File: src/sv/assert_macros.svh
// ----------------------------------------------------------------------------
// assertion macros
// Shared concurrent assertion wrappers; they compile to nothing in synthesis.
// ----------------------------------------------------------------------------
`ifndef ASSERT_MACROS_SVH
`define ASSERT_MACROS_SVH

`ifndef SYNTHESIS

// property must hold at every clock edge out of reset
`define ASSERT_AT(lbl, clk, rstn, prop) \
  lbl: assert property (@(posedge clk) disable iff (!rstn) (prop)) \
    else $error("assertion failed");

// condition must never occur out of reset
`define ASSERT_NEVER(lbl, clk, rstn, prop) \
  lbl: assert property (@(posedge clk) disable iff (!rstn) !(prop)) \
    else $error("forbidden condition seen");

`else

`define ASSERT_AT(lbl, clk, rstn, prop)
`define ASSERT_NEVER(lbl, clk, rstn, prop)

`endif

`endif

File: src/sv/annexb_pkg.sv
// ----------------------------------------------------------------------------
// annexb_pkg
// Constants and types of the Annex B start code splitter.
// ----------------------------------------------------------------------------
package annexb_pkg;

  // delay window depth and prefix lengths
  localparam int WinDepth    = 4;
  localparam int ShortPrefix = 3;
  localparam int LongPrefix  = 4;

  localparam int ByteW  = 8;
  localparam int PlenW  = 3;
  localparam int GuardW = $clog2(WinDepth + 1);

  // one entry of the delay window
  typedef struct packed {
    logic [ByteW-1:0] data;
    logic             valid;
    logic             start_mark;
    logic             long_pfx;
    logic             end_mark;
  } win_entry_t;

endpackage

File: src/sv/annexb_nal_unit_splitter.sv
// ----------------------------------------------------------------------------
// annexb_nal_unit_splitter
// Splits an H.264 Annex B byte stream into units at 00 00 01 / 00 00 00 01
// start codes and marks the first and last byte of every unit.
// ----------------------------------------------------------------------------
//  channel | signals                                        | direction
//  --------+------------------------------------------------+----------
//  in      | in_valid_i, in_stall_o, data_byte_i            | sink
//  out     | out_valid_o, out_stall_i, out_byte_o,          | source
//          | unit_start_o, prefix_len_o, unit_end_o         |
//
// One byte is accepted per clock while in_stall_o is low; the work is the
// window shift plus the start code compare, done between the window registers
// and the out register. A byte leaves the window when the fourth byte after
// it is accepted and is loaded into the out register at that edge (window lag).
// rst_ni clears the window, the unit flag and the fill guard; bytes before
// the first start code are dropped. The last unit stays open (no flush).
// in_stall_o rises only while a word sits in the out register and out_stall_i
// is high.
// ----------------------------------------------------------------------------
`include "assert_macros.svh"

module annexb_nal_unit_splitter (
  input  logic                          clk_i,
  input  logic                          rst_ni,
  input  logic                          in_valid_i,
  output logic                          in_stall_o,
  input  logic [annexb_pkg::ByteW-1:0]  data_byte_i,
  output logic                          out_valid_o,
  input  logic                          out_stall_i,
  output logic [annexb_pkg::ByteW-1:0]  out_byte_o,
  output logic                          unit_start_o,
  output logic [annexb_pkg::PlenW-1:0]  prefix_len_o,
  output logic                          unit_end_o
);

  annexb_pkg::win_entry_t               win_q [annexb_pkg::WinDepth];
  annexb_pkg::win_entry_t               win_s [annexb_pkg::WinDepth];
  annexb_pkg::win_entry_t               win_d [annexb_pkg::WinDepth];
  annexb_pkg::win_entry_t               ev;
  logic                                 inside_q, inside_d;
  logic [annexb_pkg::GuardW-1:0]        guard_q, guard_d;
  logic                                 found, found_long, ev_end;
  logic                                 in_acc;
  logic                                 out_valid_q, out_valid_d;
  logic [annexb_pkg::ByteW-1:0]         out_byte_q;
  logic                                 unit_start_q, unit_end_q;
  logic [annexb_pkg::PlenW-1:0]         prefix_len_q, plen_d;

  // handshake: take a word whenever the out register is free or draining
  assign in_stall_o = out_valid_q & out_stall_i;
  assign in_acc     = in_valid_i & ~in_stall_o;

  // window shift, start code detection and marking
  always_comb begin
    ev = win_q[0];
    for (int i = 0; i < annexb_pkg::WinDepth - 1; i++) begin
      win_s[i] = win_q[i+1];
    end
    win_s[annexb_pkg::WinDepth-1]            = '0;
    win_s[annexb_pkg::WinDepth-1].data       = data_byte_i;
    win_s[annexb_pkg::WinDepth-1].valid      = inside_q;

    guard_d = (guard_q < annexb_pkg::GuardW'(annexb_pkg::WinDepth)) ?
              guard_q + annexb_pkg::GuardW'(1) : guard_q;

    found = (guard_d >= annexb_pkg::GuardW'(annexb_pkg::ShortPrefix)) &&
            (win_s[1].data == '0) && (win_s[2].data == '0) &&
            (win_s[3].data == annexb_pkg::ByteW'(1));
    found_long = found &&
                 (guard_d >= annexb_pkg::GuardW'(annexb_pkg::LongPrefix)) &&
                 (win_s[0].data == '0);

    win_d  = win_s;
    ev_end = ev.end_mark;
    if (found_long) begin
      // four-byte prefix fills the whole window, evicted byte closes the unit
      for (int i = 0; i < annexb_pkg::WinDepth; i++) begin
        win_d[i].valid      = 1'b1;
        win_d[i].start_mark = 1'b0;
        win_d[i].long_pfx   = 1'b0;
        win_d[i].end_mark   = 1'b0;
      end
      win_d[0].start_mark = 1'b1;
      win_d[0].long_pfx   = 1'b1;
      ev_end              = 1'b1;
    end else if (found) begin
      // three-byte prefix, oldest window byte closes the unit
      for (int i = 1; i < annexb_pkg::WinDepth; i++) begin
        win_d[i].valid      = 1'b1;
        win_d[i].start_mark = 1'b0;
        win_d[i].long_pfx   = 1'b0;
        win_d[i].end_mark   = 1'b0;
      end
      win_d[1].start_mark = 1'b1;
      if (win_s[0].valid) begin
        win_d[0].end_mark = 1'b1;
      end
    end

    inside_d = inside_q | found;

    if (!ev.start_mark) begin
      plen_d = '0;
    end else if (ev.long_pfx) begin
      plen_d = annexb_pkg::PlenW'(annexb_pkg::LongPrefix);
    end else begin
      plen_d = annexb_pkg::PlenW'(annexb_pkg::ShortPrefix);
    end
  end

  // out register valid
  always_comb begin
    out_valid_d = out_valid_q;
    if (in_acc) begin
      out_valid_d = ev.valid;
    end else if (!out_stall_i) begin
      out_valid_d = 1'b0;
    end
  end

  // control state
  always_ff @(posedge clk_i or negedge rst_ni) begin
    if (!rst_ni) begin
      for (int i = 0; i < annexb_pkg::WinDepth; i++) begin
        win_q[i] <= '0;
      end
      inside_q    <= 1'b0;
      guard_q     <= '0;
      out_valid_q <= 1'b0;
    end else begin
      if (in_acc) begin
        win_q    <= win_d;
        inside_q <= inside_d;
        guard_q  <= guard_d;
      end
      out_valid_q <= out_valid_d;
    end
  end

  // out payload
  always_ff @(posedge clk_i) begin
    if (in_acc && ev.valid) begin
      out_byte_q   <= ev.data;
      unit_start_q <= ev.start_mark;
      prefix_len_q <= plen_d;
      unit_end_q   <= ev_end;
    end
  end

  assign out_valid_o  = out_valid_q;
  assign out_byte_o   = out_byte_q;
  assign unit_start_o = unit_start_q;
  assign prefix_len_o = prefix_len_q;
  assign unit_end_o   = unit_end_q;

  // valid entries always form a run up to the newest entry
  `ASSERT_AT(a_valid_run, clk_i, rst_ni,
    (!win_q[0].valid || win_q[1].valid) && (!win_q[1].valid || win_q[2].valid) &&
    (!win_q[2].valid || win_q[3].valid))
  // a start mark only sits on a byte that will be put out
  `ASSERT_NEVER(a_start_unowned, clk_i, rst_ni,
    (win_q[0].start_mark && !win_q[0].valid) || (win_q[1].start_mark && !win_q[1].valid))
  // the fill guard saturates at the window depth
  `ASSERT_AT(a_guard_sat, clk_i, rst_ni,
    guard_q <= annexb_pkg::GuardW'(annexb_pkg::WinDepth))
  // once inside a unit the block never leaves it
  `ASSERT_NEVER(a_inside_drop, clk_i, rst_ni, $fell(inside_q))
  // a unit's first byte carries a three- or four-byte prefix length
  `ASSERT_AT(a_plen_start, clk_i, rst_ni,
    !out_valid_o || (unit_start_o == (prefix_len_o != '0)))

endmodule

File: config.mk
export PLATFORM = sky130hd
export DESIGN_NAME = annexb_nal_unit_splitter
export DESIGN_NICKNAME = d
export VERILOG_FILES = /design/src/sv/annexb_pkg.sv /design/src/sv/annexb_nal_unit_splitter.sv
export VERILOG_INCLUDE_DIRS = /design/src /design/src/sv
export SDC_FILE = /design/constraint.sdc
export NUM_CORES = 1
export LEC_CHECK = 0
export ABC_AREA = 1
export BUFFER_PORTS_ARGS = -buffer_cell sky130_fd_sc_hd__buf_4
export CELL_PAD_IN_SITES_DETAIL_PLACEMENT = 0
export CELL_PAD_IN_SITES_GLOBAL_PLACEMENT = 1
export CORE_MARGIN = 10
export CORE_UTILIZATION = 39
export DETAILED_ROUTE_END_ITERATION = 16
export MAX_ROUTING_LAYER = met4
export PLACE_DENSITY_LB_ADDON = 0.1
export RECOVER_POWER = 50
export SLEW_MARGIN = 20
export SYNTH_ARGS = -nofsm -noshare
export SYNTH_HDL_FRONTEND = slang
export SYNTH_SLANG_ARGS = --single-unit
File: constraint.sdc
create_clock -name clk_i -period 1.8 [get_ports clk_i]
set_input_delay 0 -clock clk_i [delete_from_list [all_inputs] [get_ports clk_i]]
set_output_delay 0 -clock clk_i [all_outputs]
set_load 0.03 [all_outputs]
# == Word-level counts from Yosys, hierarchy flattened ==
# Index checks and enable logic that the tools add are counted.
# totals
mem_bits_ro,0
latch_bits,0
out_inout_bits,15
mem_count,0
mem_bits_rw,0
regBits,66
wordCells,60
in_bits,12
# op_classes
mul,0
shifts,0
n_eq_ne,2
div,0
add_sub_neg,1
n_lt_le_gt_ge,3
n_reduce_logical,9
bitwise,4
n_mux,14
# op_table
cell,n
$logic_not A8 Y1,3
$mux W4,6
$mux W3,3
$eq A8 B1 Y1 const B,1
$logic_and A1 B1 Y1,6
$mux W1,5
$add A3 B1 Y3 const B,1
$ge A3 B2 Y1 const B,1
$ge A3 B3 Y1 const B,1
$lt A3 B3 Y1 const B,1
$and A1 B1 Y1,2
$ne A2 B1 Y1 const B,1
$not A1 Y1,1
$or A1 B1 Y1,1

# == Logic depth before layout (Yosys ltp) ==
# Gate-level depths: netlist of run 1.
# depth
ltp_word,9
mapped_depth,7
ltp_nobuf,7

# == Least setup slack after synthesis of run 1 ==
# OpenSTA, ideal clock, no wires.
# synth_path
path_kind,reg2reg
startpoint,"register out_valid_q, in the netlist out_valid_o"
endpoint,"register out_byte_q (netlist bit out_byte_o[0]), enable pin"
synth_period_minus_slack_ps,1830
n_path_buf,1
t_required_ps,1420
slack_ps,-30
path_stages_with_launch,5
setup_time_ps,380
arrival_time_ps,1450
cell_sequence,dfrtp_1 nand2_1 nand2_2 buf_2 nor2_1
# synth_between
elab_chain_len,4
# synth_rtl
element,line,text
from (decl),annexb_nal_unit_splitter.sv:45,"logic out_valid_q, out_valid_d;"
from (signal assigned),annexb_nal_unit_splitter.sv:137,out_valid_q <= out_valid_d;
$and A1 B1 Y1,annexb_nal_unit_splitter.sv:51,assign in_stall_o = out_valid_q & out_stall_i;
$not A1 Y1,annexb_nal_unit_splitter.sv:52,assign in_acc = in_valid_i & ~in_stall_o;
$and A1 B1 Y1,annexb_nal_unit_splitter.sv:52,
$logic_and A1 B1 Y1,annexb_nal_unit_splitter.sv:143,if (in_acc && ev.valid) begin
to (signal assigned),annexb_nal_unit_splitter.sv:144,out_byte_q <= ev.data;
to (decl),annexb_nal_unit_splitter.sv:46,logic [annexb_pkg::ByteW-1:0] out_byte_q;
# No other way between the ends.
# A chain may end at the register's enable or synchronous reset.

# == Final worst setup path of run 1 ==
# layout_path
startpoint,register guard_q[0] in the netlist's numbering
endpoint,"register unit_end_q, in the netlist unit_end_o (data pin)"
# layout_between
elab_chain_len,8
elab_cells_between_ends,10
cone_classes,add/sub (1); order compare (3); mux (1); reduce/logical (5)
# layout_rtl
element,line,text
from (decl),annexb_nal_unit_splitter.sv:42,"logic [annexb_pkg::GuardW-1:0] guard_q, guard_d;"
from (signal assigned),annexb_nal_unit_splitter.sv:135,guard_q <= guard_d;
$add A3 B1 Y3 or $lt A3 B3 Y1 (tied branches),"annexb_nal_unit_splitter.sv:65, annexb_nal_unit_splitter.sv:64",
$mux W3 *,annexb_nal_unit_splitter.sv:64,guard_d = (guard_q < annexb_pkg::GuardW'(annexb_pkg::WinDepth)) ?
$ge A3 B2 Y1,annexb_nal_unit_splitter.sv:67,found = (guard_d >= annexb_pkg::GuardW'(annexb_pkg::ShortPrefix)) &&
$logic_and A1 B1 Y1,annexb_nal_unit_splitter.sv:67,
$logic_and A1 B1 Y1 (2 in series),annexb_nal_unit_splitter.sv:68,(win_s[1].data == '0) && (win_s[2].data == '0) &&
$logic_and A1 B1 Y1 *,annexb_nal_unit_splitter.sv:70,found_long = found &&
$logic_and A1 B1 Y1 *,annexb_nal_unit_splitter.sv:71,(guard_d >= annexb_pkg::GuardW'(annexb_pkg::LongPrefix)) &&
to (signal assigned),annexb_nal_unit_splitter.sv:147,unit_end_q <= ev_end;
to (decl),annexb_nal_unit_splitter.sv:47,"logic unit_start_q, unit_end_q;"
# Mark *: on every way between the ends. The rest lies on a longest branch, timed or not.

==> flow_summary.ini, run 1 <==
[run_status]
status = finished clean

[synthesis]
synthAdderAreaFrac_pct = 0.5754
yosysWarningCount = 0
syn-cell-area_mm2 = 0.002175
synthesis.nets = 240
synth_area_leaders = dfrtp_1 48%, edfxtp_1 17%, nand2_1 14%, inv_1 3.8%, o21ai_1 3.5%
yosys.area_share.simple_pct = 20.83
synth_xor_area_share_pct = 0.4028
yosysSeqAreaShare_pct = 64.90
synth_cell_type_count = 21
synth_mux_area_share_pct = 0
yosysMostFrequentCell = nand2_1
ys_seq_elements = 54
synth_top_area_share_pct = 48.33
synth_compound_area_share_pct = 5.984
synth_enable_flop_cells = 12
netlist_top_cells_count = 82 x nand2_1, 42 x dfrtp_1, 22 x inv_1, 15 x o21ai_1, 14 x nor2_1
async_reset_ff_share_pct = 77.78
synthFlopType = dfrtp_1
yosysTopAreaCell = dfrtp_1
synth_top_family_by_area = simple AND/OR/NAND/NOR gates
synth_area_per_cell_um2 = 9.580
synthCells = 227

[setup_path]
cpPeakStageDelay_ns = 0.40
cp_cell_sequence = ha_1 > nor2_1 > nor2_1 > nand2_1 > inv_2 > nand2_1 > nand2_1
criticalPathCategory = register to register
cp_top_family = flip-flops
start_kind = register
cp_common_cell = nand2_1
path_buf_inv = 1
worstPathArrival_ns = 1.35
critPathMaxFanout = 3
crit_path_top_delay_cell = dfrtp_1
worstPathRequired_ns = 1.87
critPathCaptureType = register

[global_routing]
grt_max_degree = 43
antenna_found_initial = 0
grt_pass1_wl_mm = 6.803
grt_pass1_vias = 1505
grt_usage_pct = 9.898
grt-ovfl-total = 0

[sta]
drv_slew = 0
fin_skew_ns = 0.003922
setup_viol = 0
tightest_slew_ns = 1.025
slew_headroom_pct = 31.66
finalCritPeriodShare_pct = 71.04
hold_violations = 0
max_freq_mhz = 782.1
post-route-min-period_ns = 1.279
rsz0062_at_grt = no
fin_setup_tns_ns = 0

[power]
p_leak_nw = 1.270
powerDensity_mw_per_mm2 = 1053
vdd_drop_max_mv = 0.3604

[floorplan]
row_count = 27
initial_core_util_pct = 39.73
dieWidth_um = 94.67
dieHeight_um = 94.67
io-pin-count = 27
core_area_mm2 = 0.005473
dieArea_mm2 = 0.008962

[clock_tree]
clockBufferDepth = 2
clkTransAtPathRegs_ns = 0.09
htree_levels = 2
root_buffer = clkbuf_8
cts_tree = built
post_cts_buffers = 0
cts.repair.resized = 0
cts_hold_buf = 10
cts_buffers = 5
insertion_delay_ns = 0.30
cts_sinks = 54

[route]
drt-initial-drc-count = 90
drc = 0
ant_nets = 0
drt-total-wl_mm = 3.840
vias = 1440
vias_per_cell = 4.273
firstDrtPassIters = 4
routedWlPerCell_um = 11.39

[layout]
register_area_mm2 = 0.001411
final_cell_area_mm2 = 0.002581
fin_nets = 278
multi_input_area_um2 = 606.8
diodes = 0
n_fill_cell = 550
drive_gt1_share_pct = 15.85
syn_to_final_growth_pct = 18.70
post-route-util_pct = 47.17

[hold_path]
hp-class = input port to register

[placed_design]
place_hpwl_mm = 2.679
placed_area_mm2 = 0.002434
numPortBuffers = 26
place.gp.congestion = 0.7145

[flow_run]
cap_violations = 0
## layout by cell type, fill, tap and decap left out, types with 2 or more instances in the layout
| cell type | synthesis | routed |
|---|---|---|
| o21ai_1 | 15 | 15 |
| nor2_2 | 2 | 3 |
| nand2_1 | 82 | 82 |
| nand3_2 | 2 | 2 |
| nand3_1 | 4 | 4 |
| o21ai_0 | 10 | 10 |
| dlygate4sd3_1 | 0 | 10 |
| buf_4 | 2 | 20 |
| clkbuf_1 | 0 | 9 |
| dfrtp_1 | 42 | 42 |
| inv_2 | 5 | 5 |
| nand2_2 | 2 | 2 |
| inv_1 | 22 | 22 |
| clkbuf_8 | 0 | 5 |
| nor2_4 | 2 | 2 |
| nor2_1 | 14 | 13 |
| edfxtp_1 | 12 | 12 |
## power breakdown
part / internal, W / switching, W
clock network: 0.000267 / 0.000367
registers: 0.00146 / 0.0000986
logic: 0.000181 / 0.000341
total: 0.00191 / 0.000806
## final cells by class
cell class | instances | share of cell area (%)
sequential | 54 | 54.68
multi-input combinational | 137 | 23.51
timing repair buffer | 39 | 11.05
inverter | 28 | 4.169
tap | 72 | 3.490
clock buffer | 6 | 2.811
clock inverter | 1 | 0.2908
## worst paths after layout
path	cells after the start	start	to	slack, ns
max in group asynchronous	2	rst_ni	win_d[21]	0.77
setup reg to reg	7	guard_q[0]	unit_end_o	0.52
min in group asynchronous	2	rst_ni	out_valid_o	0.40
setup / recovery	7	guard_q[0]	unit_end_o	0.52
hold reg to reg	0	ev[10]	out_byte_o[6]	0.45
hold / removal	4	in_valid_i	ev[1]	0.04
## logic make-up (layout without fill, tap and decap cells)
family                     Yosys count  after routing
DFF                                 54             54
buffers and inverters               36             74
adders and majority gates            1              1
AOI/OAI and AO/OA                   26             26
and+or+nand+nor                    109            109
xor gates and xnor gates             1              1
## per-stage QoR
step | hold slack, ns | std cells | setup slack (ns) | total power, W
floorplan | -0.2956 | 227 | 0.1732 | 0.001949
global placement | 0.02718 | 320 | 0.5505 | 0.002126
detailed placement | 0.02551 | 320 | 0.5310 | 0.002131
CTS | 0.03301 | 337 | 0.5248 | 0.002787
finish | 0.03743 | 337 | 0.5213 | 0.002719
global route | 0.03618 | 337 | 0.3537 | 0.002926
## metal layers
metal / GRT usage, % / part of all wire (%) / up-vias
li1: - / - / 769
met1: 11.50 / 47 / 633
met2: 15.27 / 45 / 31
met3: 3.727 / 6.7 / 7
met4: 3.741 / 1.6 / 0
met5: - / 0 / -
## flip-flops by register name, summed over array words and instances, names as in the netlist
signal	cells
ev	12
guard_q	3
out_byte_o	8
out_valid_o	1
prefix_len_o	2
unit_end_o	1
unit_start_o	1
win_d	24
win_q	2
## worst reg2reg max path, stage by stage (launching register included)
cell and delay [ns]:
dfrtp_1 0.40, ha_1 0.20, nor2_1 0.13, nor2_1 0.06
nand2_1 0.10, inv_2 0.05, nand2_1 0.06, nand2_1 0.04
Note: power is estimated with default switching activity, not from simulation.
==> run 2: changes to the inputs <==
Clock period 1.8 ns to 1.08 ns, I/O delays scaled along.
==> flow_summary.ini, run 2 (synthesis gave the netlist of run 1 again) <==
[global_routing]
grt_pass1_vias = 1594
grt_max_degree = 37
met2_usage_pct = 16.08
grt-ovfl-total = 0
use_met3_pct = 3.727
grt_pass1_wl_mm = 7.017
antenna_found_initial = 0
met1_usage_pct = 11.57
gr-max-usage-layer = met2
grt_usage_pct = 10.16

[sta]
post-route-min-period_ns = 1.230
drv_slew = 0
fin_skew_ns = 0.008106
max_freq_mhz = 813.1
hold_violations = 0
tightest_slew_ns = 0.5206
setup_viol = 45
rsz0062_at_grt = yes
finalCritPeriodShare_pct = 113.9
slew_headroom_pct = 65.29
setup_ws_ns = -0.1499

[floorplan]
dieArea_mm2 = 0.008962
row_count = 27
dieWidth_um = 94.67
dieHeight_um = 94.67
io-pin-count = 27
core_area_mm2 = 0.005473
initial_core_util_pct = 39.73

[hold_path]
hp-start = out_stall_i
min_path_cells = 5
hp-class = input port to register
whs_endpoint = out_valid_o

[setup_path]
cpPeakStageDelay_ns = 0.40
cp_cell_sequence = ha_2 > nor2_2 > nor2_1 > nand2_1 > inv_2 > nand2_1 > nand2_1
start_kind = register
cp_common_cell = nand2_1
critPathMaxFanout = 2
criticalPathCategory = register to register
critPathCaptureType = register
r2r-start = guard_q[1]
r2r-end = unit_end_o
worstPathArrival_ns = 1.30
crit_path_top_delay_cell = dfrtp_1
r2r_cells = 7
r2r_setup_slack_ns = -0.15
worstPathRequired_ns = 1.15

[layout]
layout_commonest_cell = buf_4
largest_register_ffs = 24
syn_to_final_growth_pct = 54.43
diodes = 0
post-route-util_pct = 61.36
drive_gt1_share_pct = 46.79
final_cell_mix = 55 x buf_4, 51 x nand2_1, 41 x dfrtp_1
fin_nets = 324
n_fill_cell = 502
stdcell_count = 384

[clock_tree]
clockBufferDepth = 2
cts_sinks = 54
cts_buffers = 5
cts_tree = built
htree_levels = 2
insertion_delay_ns = 0.31
clkTransAtPathRegs_ns = 0.09
root_buffer = clkbuf_8

[run_status]
violations = setup timing
status = finished, violations left

[route]
routedWlPerCell_um = 12.35
drt-initial-drc-count = 78
ant_nets = 0
drt-total-wl_mm = 4.744
drc = 0
vias_per_cell = 4.432
firstDrtPassIters = 4
vias = 1702

[placed_design]
place_ws_ns = -0.1179
place_hpwl_mm = 2.873
numPortBuffers = 26
place.gp.congestion = 0.7297
dpl.cell_count = 353

[power]
powerDensity_mw_per_mm2 = 1597
p_leak_nw = 1.682
vdd_drop_max_mv = 0.9525

[flow_run]
cap_violations = 0
## run 2: metrics by stage
| stage | total power [W] | instance area, um2 | TNS, ns | hold slack (ns) |
|---|---|---|---|---|
| after CTS | 0.005070 | 2983 | -1.488 | 0.06253 |
| after floorplan | 0.003265 | 2202 | -3.529 | -0.2956 |
| final | 0.005362 | 3358 | -3.540 | 0.1719 |
| after global routing | 0.005699 | 3358 | -6.005 | 0.1730 |
| after global placement | 0.003845 | 2750 | -1.178 | -0.09196 |
| after detailed placement | 0.003862 | 2750 | -1.222 | -0.08855 |
## run 2: final cells by class
class,instances,area (um2),share of cell area (%)
Tap cell,72,90.09,2.683
Timing Repair inverter,1,16.27,0.4844
Sequential cell,54,1413,42.06
Timing Repair Buffer,84,835.8,24.89
Clock inverter,2,12.51,0.3726
Inverter,28,117.6,3.502
Multi-Input combinational cell,137,790.8,23.55
Clock buffer,6,82.58,2.459
## run 2: power by group
| part | switching, W | internal (W) | leakage (nW) |
|---|---|---|---|
| sequential | 0.000174 | 0.00244 | 0.643 |
| clock | 0.000639 | 0.000516 | 0.0472 |
| combinational | 0.000794 | 0.000796 | 0.993 |
## run 2: worst max path at each step
stage / startpoint / endpoint / slack (ns) / cells past startpoint
6_report: guard_q[1] / unit_end_o / -0.15 / 7
5_1_grt: guard_q[1] / unit_end_o / -0.22 / 7
4_1_cts: guard_q[1] / unit_end_o / -0.11 / 7
3_5_place_dp: guard_q[1] / unit_end_o / -0.12 / 7
3_3_place_gp: guard_q[1] / unit_end_o / -0.10 / 7
2_1_floorplan: out_valid_o / out_byte_o[0] / -0.29 / 4
## run 2: worst max-delay path: cells and delay by family (launching register included)
kind | cells | cell delay, ns
flops | 1 | 0.40
buf+inv | 1 | 0.05
fa+ha+maj | 1 | 0.20
simple gates | 5 | 0.35
## run 2: routing by layer
layer  vias up  part of all wire [%]
li1        870                     -
met1       789                    43
met2        35                    49
met3         8                   5.5
met4         0                   1.9
met5         -                     0
## run 2: what timing repair did
item,4_1_cts,5_1_grt
pin swaps,4,6
setup endpoints to repair,22,40
endpoints found under the hold margin,50,0
hold buffers,9,0
setup buffers,2,5
resized for setup,8,67
cloned,0,7
